$ cat config.mk
export PLATFORM = sky130hd
export DESIGN_NAME = guide_sequence_prefilter
export DESIGN_NICKNAME = d
export VERILOG_FILES = /design/src/gsp_pkg.sv /design/src/gsp_regs.sv /design/src/gsp_decode.sv /design/src/gsp_reduce.sv /design/src/gsp_judge.sv /design/src/guide_sequence_prefilter.sv
export VERILOG_INCLUDE_DIRS = /design/src /design/src/src
export SDC_FILE = /design/constraint.sdc
export NUM_CORES = 1
export LEC_CHECK = 0
export BUFFER_PORTS_ARGS = -buffer_cell sky130_fd_sc_hd__buf_2
export CAP_MARGIN = 20
export CORE_ASPECT_RATIO = 0.8
export CORE_MARGIN = 5
export CORE_UTILIZATION = 30
export CTS_CLUSTER_DIAMETER = 50
export DETAILED_ROUTE_END_ITERATION = 16
export HOLD_SLACK_MARGIN = 0.15
export SLEW_MARGIN = 20
export SYNTH_ARGS = -nofsm -noshare
export SYNTH_HDL_FRONTEND = slang
export SYNTH_SLANG_ARGS = --single-unit
$ cat constraint.sdc
create_clock -name i_clk -period 5.4 [get_ports i_clk]
set_input_delay 1.08 -clock i_clk [delete_from_list [all_inputs] [get_ports i_clk]]
set_output_delay 1.08 -clock i_clk [all_outputs]
set_load 0.01 [all_outputs]
$ cat src/guide_sequence_prefilter_macros.svh
// Assertion macros shared by the guide sequence prefilter modules
`ifndef GUIDE_SEQUENCE_PREFILTER_MACROS_SVH
`define GUIDE_SEQUENCE_PREFILTER_MACROS_SVH

`ifndef ASSERT_OFF
// Same-cycle implication, checked on every rising edge outside reset
`define GSP_ASSERT_IMP(label, ante, cons) \
    label: assert property (@(posedge i_clk) disable iff (!i_rst_n) (ante) |-> (cons)) \
        else $error("guide prefilter assertion failed");
// Next-cycle implication, checked on every rising edge outside reset
`define GSP_ASSERT_NEXT(label, ante, cons) \
    label: assert property (@(posedge i_clk) disable iff (!i_rst_n) (ante) |=> (cons)) \
        else $error("guide prefilter assertion failed");
`else
`define GSP_ASSERT_IMP(label, ante, cons)
`define GSP_ASSERT_NEXT(label, ante, cons)
`endif

`endif

$ cat src/gsp_pkg.sv
// Shared constants and stage types for the guide sequence prefilter
package gsp_pkg;

    // Guide geometry
    localparam int GUIDE_LEN = 23;
    localparam int AT_WINDOW = 20;
    localparam int RUN_LEN   = 4;
    localparam int BASE_W    = 2;
    localparam int GUIDE_W   = BASE_W * GUIDE_LEN;

    // Base codes
    localparam logic [BASE_W-1:0] BASE_A = 2'd0;
    localparam logic [BASE_W-1:0] BASE_T = 2'd3;

    // A/T count reduction: partial sums over small groups, then a final add
    localparam int GROUP_SIZE  = 5;
    localparam int NUM_GROUPS  = (AT_WINDOW + GROUP_SIZE - 1) / GROUP_SIZE;
    localparam int GROUP_SUM_W = $clog2(GROUP_SIZE + 1);
    localparam int COUNT_W     = 5;

    // Percent bounds and products for the exact cross-multiplied compare
    localparam int PCT_W        = 7;
    localparam int PERCENT_FULL = 100;
    localparam int PROD_W       = PCT_W + PCT_W;

    localparam logic [PCT_W-1:0] AT_LOW_RESET  = 7'd20;
    localparam logic [PCT_W-1:0] AT_HIGH_RESET = 7'd65;

    // Configuration port
    localparam int APB_DATA_W = 32;
    localparam int APB_ADDR_W = 3;

    typedef enum logic {
        REG_AT_LOW  = 1'b0,
        REG_AT_HIGH = 1'b1
    } t_reg_idx;

    // Stage 1: per-base flags
    typedef struct packed {
        logic                 valid;
        logic [AT_WINDOW-1:0] at_flags;
        logic [GUIDE_LEN-1:0] t_flags;
        logic                 end_fail;
    } t_s1;

    // Stage 2: partial counts and run result
    typedef struct packed {
        logic                                   valid;
        logic [NUM_GROUPS-1:0][GROUP_SUM_W-1:0] group_sums;
        logic                                   end_fail;
        logic                                   run_fail;
    } t_s2;

    // Stage 3: finished result
    typedef struct packed {
        logic               valid;
        logic               end_base_fail;
        logic               at_fail;
        logic               t_run_fail;
        logic [COUNT_W-1:0] at_count;
        logic               all_pass;
    } t_result;

    // Bound registers as seen by the pipeline
    typedef struct packed {
        logic [PCT_W-1:0] at_low;
        logic [PCT_W-1:0] at_high;
    } t_bounds;

endpackage

$ cat src/gsp_regs.sv
// APB-style configuration registers holding the A/T percent bounds
module gsp_regs (
    input  logic                            i_clk,
    input  logic                            i_rst_n,
    input  logic                            psel,
    input  logic                            penable,
    input  logic                            pwrite,
    input  logic [gsp_pkg::APB_ADDR_W-1:0]  paddr,
    input  logic [gsp_pkg::APB_DATA_W-1:0]  pwdata,
    output logic [gsp_pkg::APB_DATA_W-1:0]  prdata,
    output logic                            pready,
    output gsp_pkg::t_bounds                o_bounds
);

    logic [gsp_pkg::PCT_W-1:0] r_at_low;
    logic [gsp_pkg::PCT_W-1:0] r_at_high;
    logic                      wr_en;
    gsp_pkg::t_reg_idx         reg_idx;

    // Decode the word address; byte offsets within a word are ignored
    assign reg_idx = gsp_pkg::t_reg_idx'(paddr[2]);
    assign wr_en   = psel && penable && pwrite && pready;
    assign pready  = 1'b1;

    // Write the addressed bound
    always_ff @(posedge i_clk) begin
        if (!i_rst_n) begin
            r_at_low  <= gsp_pkg::AT_LOW_RESET;
            r_at_high <= gsp_pkg::AT_HIGH_RESET;
        end else if (wr_en) begin
            case (reg_idx)
                gsp_pkg::REG_AT_LOW:  r_at_low  <= pwdata[gsp_pkg::PCT_W-1:0];
                gsp_pkg::REG_AT_HIGH: r_at_high <= pwdata[gsp_pkg::PCT_W-1:0];
                default: ;
            endcase
        end
    end

    // Return the addressed bound
    always_comb begin
        case (reg_idx)
            gsp_pkg::REG_AT_LOW:  prdata = gsp_pkg::APB_DATA_W'(r_at_low);
            gsp_pkg::REG_AT_HIGH: prdata = gsp_pkg::APB_DATA_W'(r_at_high);
            default:              prdata = '0;
        endcase
    end

    assign o_bounds.at_low  = r_at_low;
    assign o_bounds.at_high = r_at_high;

endmodule

$ cat src/gsp_decode.sv
// Stage 1: decode each base into A/T and T flags and check the end bases
module gsp_decode (
    input  logic                         i_clk,
    input  logic                         i_rst_n,
    input  logic                         i_adv,
    input  logic                         i_valid,
    input  logic [gsp_pkg::GUIDE_W-1:0]  i_guide_bases,
    output gsp_pkg::t_s1                 o_s1
);

    gsp_pkg::t_s1 r_s1;
    gsp_pkg::t_s1 n_s1;

    // Flag every base independently
    always_comb begin
        logic [gsp_pkg::BASE_W-1:0] base;
        logic [gsp_pkg::BASE_W-1:0] first_base;
        logic [gsp_pkg::BASE_W-1:0] last_base;
        n_s1.valid = i_valid;
        for (int i = 0; i < gsp_pkg::GUIDE_LEN; i++) begin
            base = i_guide_bases[gsp_pkg::BASE_W*i +: gsp_pkg::BASE_W];
            n_s1.t_flags[i] = (base == gsp_pkg::BASE_T);
        end
        for (int i = 0; i < gsp_pkg::AT_WINDOW; i++) begin
            base = i_guide_bases[gsp_pkg::BASE_W*i +: gsp_pkg::BASE_W];
            n_s1.at_flags[i] = (base == gsp_pkg::BASE_A) || (base == gsp_pkg::BASE_T);
        end
        first_base = i_guide_bases[gsp_pkg::BASE_W-1:0];
        last_base  = i_guide_bases[gsp_pkg::BASE_W*(gsp_pkg::GUIDE_LEN-1) +: gsp_pkg::BASE_W];
        n_s1.end_fail = (first_base == gsp_pkg::BASE_T) || (last_base == gsp_pkg::BASE_A);
    end

    // Advance the stage unless the pipeline is held
    always_ff @(posedge i_clk) begin
        if (!i_rst_n) begin
            r_s1.valid <= 1'b0;
        end else if (i_adv) begin
            r_s1 <= n_s1;
        end
    end

    assign o_s1 = r_s1;

endmodule

$ cat src/gsp_reduce.sv
// Stage 2: group partial A/T counts and the T run window search
module gsp_reduce (
    input  logic          i_clk,
    input  logic          i_rst_n,
    input  logic          i_adv,
    input  gsp_pkg::t_s1  i_s1,
    output gsp_pkg::t_s2  o_s2
);

    gsp_pkg::t_s2 r_s2;
    gsp_pkg::t_s2 n_s2;

    // Count A/T flags per group and look for a T run in every window
    always_comb begin
        logic [gsp_pkg::GROUP_SUM_W-1:0] sum;
        logic                            run;
        n_s2.valid    = i_s1.valid;
        n_s2.end_fail = i_s1.end_fail;
        for (int g = 0; g < gsp_pkg::NUM_GROUPS; g++) begin
            sum = '0;
            for (int k = 0; k < gsp_pkg::GROUP_SIZE; k++) begin
                if (g * gsp_pkg::GROUP_SIZE + k < gsp_pkg::AT_WINDOW) begin
                    sum = sum + gsp_pkg::GROUP_SUM_W'(
                        i_s1.at_flags[g * gsp_pkg::GROUP_SIZE + k]);
                end
            end
            n_s2.group_sums[g] = sum;
        end
        run = 1'b0;
        for (int w = 0; w <= gsp_pkg::GUIDE_LEN - gsp_pkg::RUN_LEN; w++) begin
            run = run | (&i_s1.t_flags[w +: gsp_pkg::RUN_LEN]);
        end
        n_s2.run_fail = run;
    end

    // Advance the stage unless the pipeline is held
    always_ff @(posedge i_clk) begin
        if (!i_rst_n) begin
            r_s2.valid <= 1'b0;
        end else if (i_adv) begin
            r_s2 <= n_s2;
        end
    end

    assign o_s2 = r_s2;

endmodule

$ cat src/gsp_judge.sv
// Stage 3: final A/T count, bound compare and the result register
`include "guide_sequence_prefilter_macros.svh"

module gsp_judge (
    input  logic              i_clk,
    input  logic              i_rst_n,
    input  logic              i_adv,
    input  gsp_pkg::t_s2      i_s2,
    input  gsp_pkg::t_bounds  i_bounds,
    output gsp_pkg::t_result  o_result
);

    gsp_pkg::t_result r_result;
    gsp_pkg::t_result n_result;

    // Add the group counts and compare 100*count against bound*window
    always_comb begin
        logic [gsp_pkg::COUNT_W-1:0] count;
        logic [gsp_pkg::PROD_W-1:0]  count_pct;
        logic [gsp_pkg::PROD_W-1:0]  low_lim;
        logic [gsp_pkg::PROD_W-1:0]  high_lim;
        count = '0;
        for (int g = 0; g < gsp_pkg::NUM_GROUPS; g++) begin
            count = count + gsp_pkg::COUNT_W'(i_s2.group_sums[g]);
        end
        count_pct = gsp_pkg::PROD_W'(count) * gsp_pkg::PROD_W'(gsp_pkg::PERCENT_FULL);
        low_lim   = gsp_pkg::PROD_W'(i_bounds.at_low) * gsp_pkg::PROD_W'(gsp_pkg::AT_WINDOW);
        high_lim  = gsp_pkg::PROD_W'(i_bounds.at_high) * gsp_pkg::PROD_W'(gsp_pkg::AT_WINDOW);
        n_result.valid         = i_s2.valid;
        n_result.end_base_fail = i_s2.end_fail;
        n_result.t_run_fail    = i_s2.run_fail;
        n_result.at_fail       = (count_pct < low_lim) || (count_pct > high_lim);
        n_result.at_count      = count;
        n_result.all_pass      = !(i_s2.end_fail || i_s2.run_fail || n_result.at_fail);
    end

    // Load the result register unless the result is still waiting
    always_ff @(posedge i_clk) begin
        if (!i_rst_n) begin
            r_result.valid <= 1'b0;
        end else if (i_adv) begin
            r_result <= n_result;
        end
    end

    assign o_result = r_result;

    // The count never exceeds the window size
    `GSP_ASSERT_IMP(a_count_range, r_result.valid,
                    r_result.at_count <= gsp_pkg::COUNT_W'(gsp_pkg::AT_WINDOW))
    // A failed check always clears the summary pass flag
    `GSP_ASSERT_IMP(a_pass_excl,
                    r_result.valid && (r_result.t_run_fail || r_result.at_fail
                                       || r_result.end_base_fail),
                    !r_result.all_pass)

endmodule

$ cat src/guide_sequence_prefilter.sv
// Guide sequence prefilter: top level with handshake control and the three stages
//
// Screens each packed 23-base guide: flags a T first base or an A last base, an
// A/T share of the first 20 bases outside the programmed percent bounds (compared
// exactly as 100*count against bound*20), and any run of four T bases, and
// reports the A/T count and an overall pass flag. A new request is taken every
// cycle unless o_stall is high; the decode register loads on the edge that takes
// it, then the reduce and judge registers in turn; the judge register drives the
// output. When a valid result is stalled at the output the whole pipeline holds
// and o_stall is raised; no request is lost. There is no clearing pass after
// reset. The bounds are written over the APB port (low bound at address 0, high
// bound at address 4); users must write them only while no request is in flight,
// which the block does not enforce; values above one hundred are used as they are.
`include "guide_sequence_prefilter_macros.svh"

module guide_sequence_prefilter (
    input  logic                            i_clk,
    input  logic                            i_rst_n,
    // Request channel
    input  logic                            i_valid,
    output logic                            o_stall,
    input  logic [gsp_pkg::GUIDE_W-1:0]     i_guide_bases,
    // Result channel
    output logic                            o_valid,
    input  logic                            i_stall,
    output logic                            o_end_base_fail,
    output logic                            o_at_fail,
    output logic                            o_t_run_fail,
    output logic [gsp_pkg::COUNT_W-1:0]     o_at_count,
    output logic                            o_all_pass,
    // Configuration port
    input  logic                            psel,
    input  logic                            penable,
    input  logic                            pwrite,
    input  logic [gsp_pkg::APB_ADDR_W-1:0]  paddr,
    input  logic [gsp_pkg::APB_DATA_W-1:0]  pwdata,
    output logic [gsp_pkg::APB_DATA_W-1:0]  prdata,
    output logic                            pready
);

    gsp_pkg::t_bounds bounds;
    gsp_pkg::t_s1     s1;
    gsp_pkg::t_s2     s2;
    gsp_pkg::t_result result;
    logic             adv;

    // Hold every stage while a finished result waits downstream
    assign adv     = !(result.valid && i_stall);
    assign o_stall = !adv;

    gsp_regs u_regs (
        .i_clk    (i_clk),
        .i_rst_n  (i_rst_n),
        .psel     (psel),
        .penable  (penable),
        .pwrite   (pwrite),
        .paddr    (paddr),
        .pwdata   (pwdata),
        .prdata   (prdata),
        .pready   (pready),
        .o_bounds (bounds)
    );

    gsp_decode u_decode (
        .i_clk         (i_clk),
        .i_rst_n       (i_rst_n),
        .i_adv         (adv),
        .i_valid       (i_valid),
        .i_guide_bases (i_guide_bases),
        .o_s1          (s1)
    );

    gsp_reduce u_reduce (
        .i_clk   (i_clk),
        .i_rst_n (i_rst_n),
        .i_adv   (adv),
        .i_s1    (s1),
        .o_s2    (s2)
    );

    gsp_judge u_judge (
        .i_clk    (i_clk),
        .i_rst_n  (i_rst_n),
        .i_adv    (adv),
        .i_s2     (s2),
        .i_bounds (bounds),
        .o_result (result)
    );

    // Drive the result ports from the output register
    assign o_valid         = result.valid;
    assign o_end_base_fail = result.end_base_fail;
    assign o_at_fail       = result.at_fail;
    assign o_t_run_fail    = result.t_run_fail;
    assign o_at_count      = result.at_count;
    assign o_all_pass      = result.all_pass;

    // A taken request occupies the first stage on the next cycle
    `GSP_ASSERT_NEXT(a_req_enters, i_valid && !o_stall, s1.valid)
    // Held stages keep their contents
    `GSP_ASSERT_NEXT(a_s1_hold, s1.valid && o_stall, s1.valid)
    `GSP_ASSERT_NEXT(a_s2_hold, s2.valid && o_stall, s2.valid)

endmodule
==> run metrics <==
kind of critical path=reg -> reg; Max Clk Rate=194 MHz; starting DRC count in detailed routing=167; vias in the first global route=3727; die height=130 µm; Final Max Slew Viols=0; layout cells sized above 1=20.3%; global-route wire length before repair=17100 µm; Crit. Startpoint=u_reduce.o_s2[5]$_DFFE_PP_; skew final=0.00716 ns; Finished Layout Cells=802; Post-synth ARST share=0%; Detailed Route WL=10400 µm; clk sinks=84; Nets=766; WP buf/inv=0; # Max-Cap Violations=0; crit-path max cell delay=0.55 ns; die area=0.0207 mm²; unrepaired setup endpoints after global routing=no; largest net degree at the start of global routing=37; GRT Total Usage=10.4%; largest area contributor in the netlist=edfxtp_1; Vias=3561; CP top delay family=adder cells; Tcrit/Tclk final=95.6%; Routed WL per cell=12.9 µm; Via density=4.44; Std-Cell Rows=43; WP data required=5.48 ns; synth unique cells=40; Chip Width=160 µm; worst-path fanout max=4; total I/O pin count=132; FF-to-FF Start=u_reduce.o_s2[5]$_DFFE_PP_; ANT cells=0; worst hold start=u_decode.o_s1[0]$_DFFE_PP_; Slew HR=43.3%; total CTS buffers=9; dpl cells=782; share of the synthesized area in the top cell type=37.5%; Clock Tree Buf Depth=2; H-tree Lvls=3; crit path DAT=5.25 ns; Initial Util=30.8%; CTS clk-pin slew, worst paths=0.06 ns; core area=0.0174 mm²; Final ANT Viol Nets=0; cell breakdown of the critical path=ha_2 -> fa_2 -> fa_1 -> ha_2 -> fa_2 -> xor2_4 -> ha_4 -> ha_1 -> ha_1 -> ha_4 -> a31o_2 -> a21oi_2 -> xnor2_2 -> ha_1 -> nand3_1 -> or3_1 -> o211ai_1 -> o21ai_1; area delta synth->final=18.7%; minimum clock period=5.16 ns; Seq/Total Area, Yosys=43.8%; final setup TNS=0 ns; slowest CP cell=fa_2; grt ovf=0; outcome=completed; top_reg_cell synth=edfxtp_1; initial antenna violation count=0; worst hold path class=reg -> reg; Setup crit start kind=flop; clk root buf=clkbuf_16; drt first pass iters=4; Area contributors post-synth=edfxtp_1, ha_1, dfxtp_1; Gate Count Post-Synth=479; Buffers on Ports=78; Placer Congestion=0.785; drt drc=0; CP Capture Type=flop; Mapped Area=0.00537 mm²; CTS tree=built; Setup-failing EPs final=0; critical path's most frequent cell=ha_1; Post-synth EDFFs=67; Synth Area per Inst=11.2 µm²; #FFs+latches synth=84; Synth warnings=0; Worst-Skew Late Latency=0.35 ns; DPL Wire Length=8420 µm; Slew @ Worst Pin=0.850 ns; final hold violations=0
## layer usage
metal | up-vias | wire length (µm) | track usage, %
met5 | - | 0 | 0
met4 | 0 | 201 | 4.11
met3 | 16 | 737 | 3.15
met2 | 113 | 4780 | 17.0
met1 | 1650 | 4640 | 13.1
li1 | 1782 | - | -
## final cells by class
type,count,area [µm²]
tap,225,282
clock inverter,6,86.3
inverter,90,338
fill,1702,11100
multi-input combinational,301,2640
timing repair buffer,86,450
sequential,84,2350
clock buffer,10,229
## cell usage after synthesis (all sizes together) (4+ instances only)
library cell	n
xor2	4
xnor2	8
and2	4
ha	90
a21o	8
a31oi	6
a21oi	11
a21boi	14
inv	90
nand3	10
mux2	5
nand4	4
nand2	45
edfxtp	67
dfxtp	17
o21ai	16
buf	27
nor2	5
fa	16
## metrics by stage
| step | setup WS, ns | area [µm²] | utilization (%) | hold slack [ns] |
|---|---|---|---|---|
| 2_1_floorplan | 0.255 | 5460 | - | 0.400 |
| 3_3_place_gp | -0.0172 | 5960 | 34.2 | 0.409 |
| 3_5_place_dp | -0.108 | 5960 | 34.2 | 0.414 |
| 4_1_cts | 0.0207 | 6300 | 36.1 | 0.427 |
| 5_1_grt | 0.0226 | 6370 | 36.6 | 0.439 |
| 6_report | 0.239 | 6370 | 36.6 | 0.425 |
## sequential cells by signal, indices dropped and copies added (netlist names)
| name | cells |
|---|---|
| u_regs.r_at_high | 7 |
| u_reduce.o_s2 | 15 |
| u_judge.o_result | 10 |
| u_decode.o_s1 | 45 |
| u_regs.r_at_low | 7 |
## layout by cell type, fill, tap and decap left out, types with 8 or more instances in the layout
| cell type | instances |
|---|---|
| inv_1 | 90 |
| ha_1 | 86 |
| buf_2 | 78 |
| edfxtp_1 | 67 |
| nand2_1 | 45 |
| conb_1 | 26 |
| dfxtp_1 | 17 |
| o21ai_0 | 15 |
| a21boi_0 | 14 |
| fa_1 | 14 |
| a21oi_1 | 10 |
| nand3_1 | 10 |
| clkbuf_16 | 9 |
| a21o_1 | 8 |
| buf_4 | 8 |
## worst paths after layout
check	depth (start not counted)	slack (ns)	to
max	18	0.24	u_judge.o_result[7]$_DFFE_PP_
min	0	0.43	u_reduce.o_s2[1]$_DFFE_PP_
max reg2reg	18	0.24	u_judge.o_result[7]$_DFFE_PP_
min reg2reg	0	0.43	u_reduce.o_s2[1]$_DFFE_PP_
## cells by family after synthesis
kind of cell	count (synthesis)	synth area share, %
buffers and inverters	118	10.1
AND/OR/NAND/NOR	80	6.88
flip-flops	84	43.8
adder cells (fa/ha/maj)	106	26.9
multiplexers	5	1.05
AO/OA/AOI/OAI	72	9.11
other	2	0.140
XOR/XNOR	12	1.96
## timing repair
action / 4_1_cts / 5_1_grt
hold buffers: 0 / 0
setup endpoints to repair: 2 / 2
resized for setup: 2 / 10
pin swaps: 1 / 12
setup buffers: 2 / 2
Power is left out: the tool's default activity adds up to more than one toggle a clock period on the data nets, which glitch-free logic cannot reach.
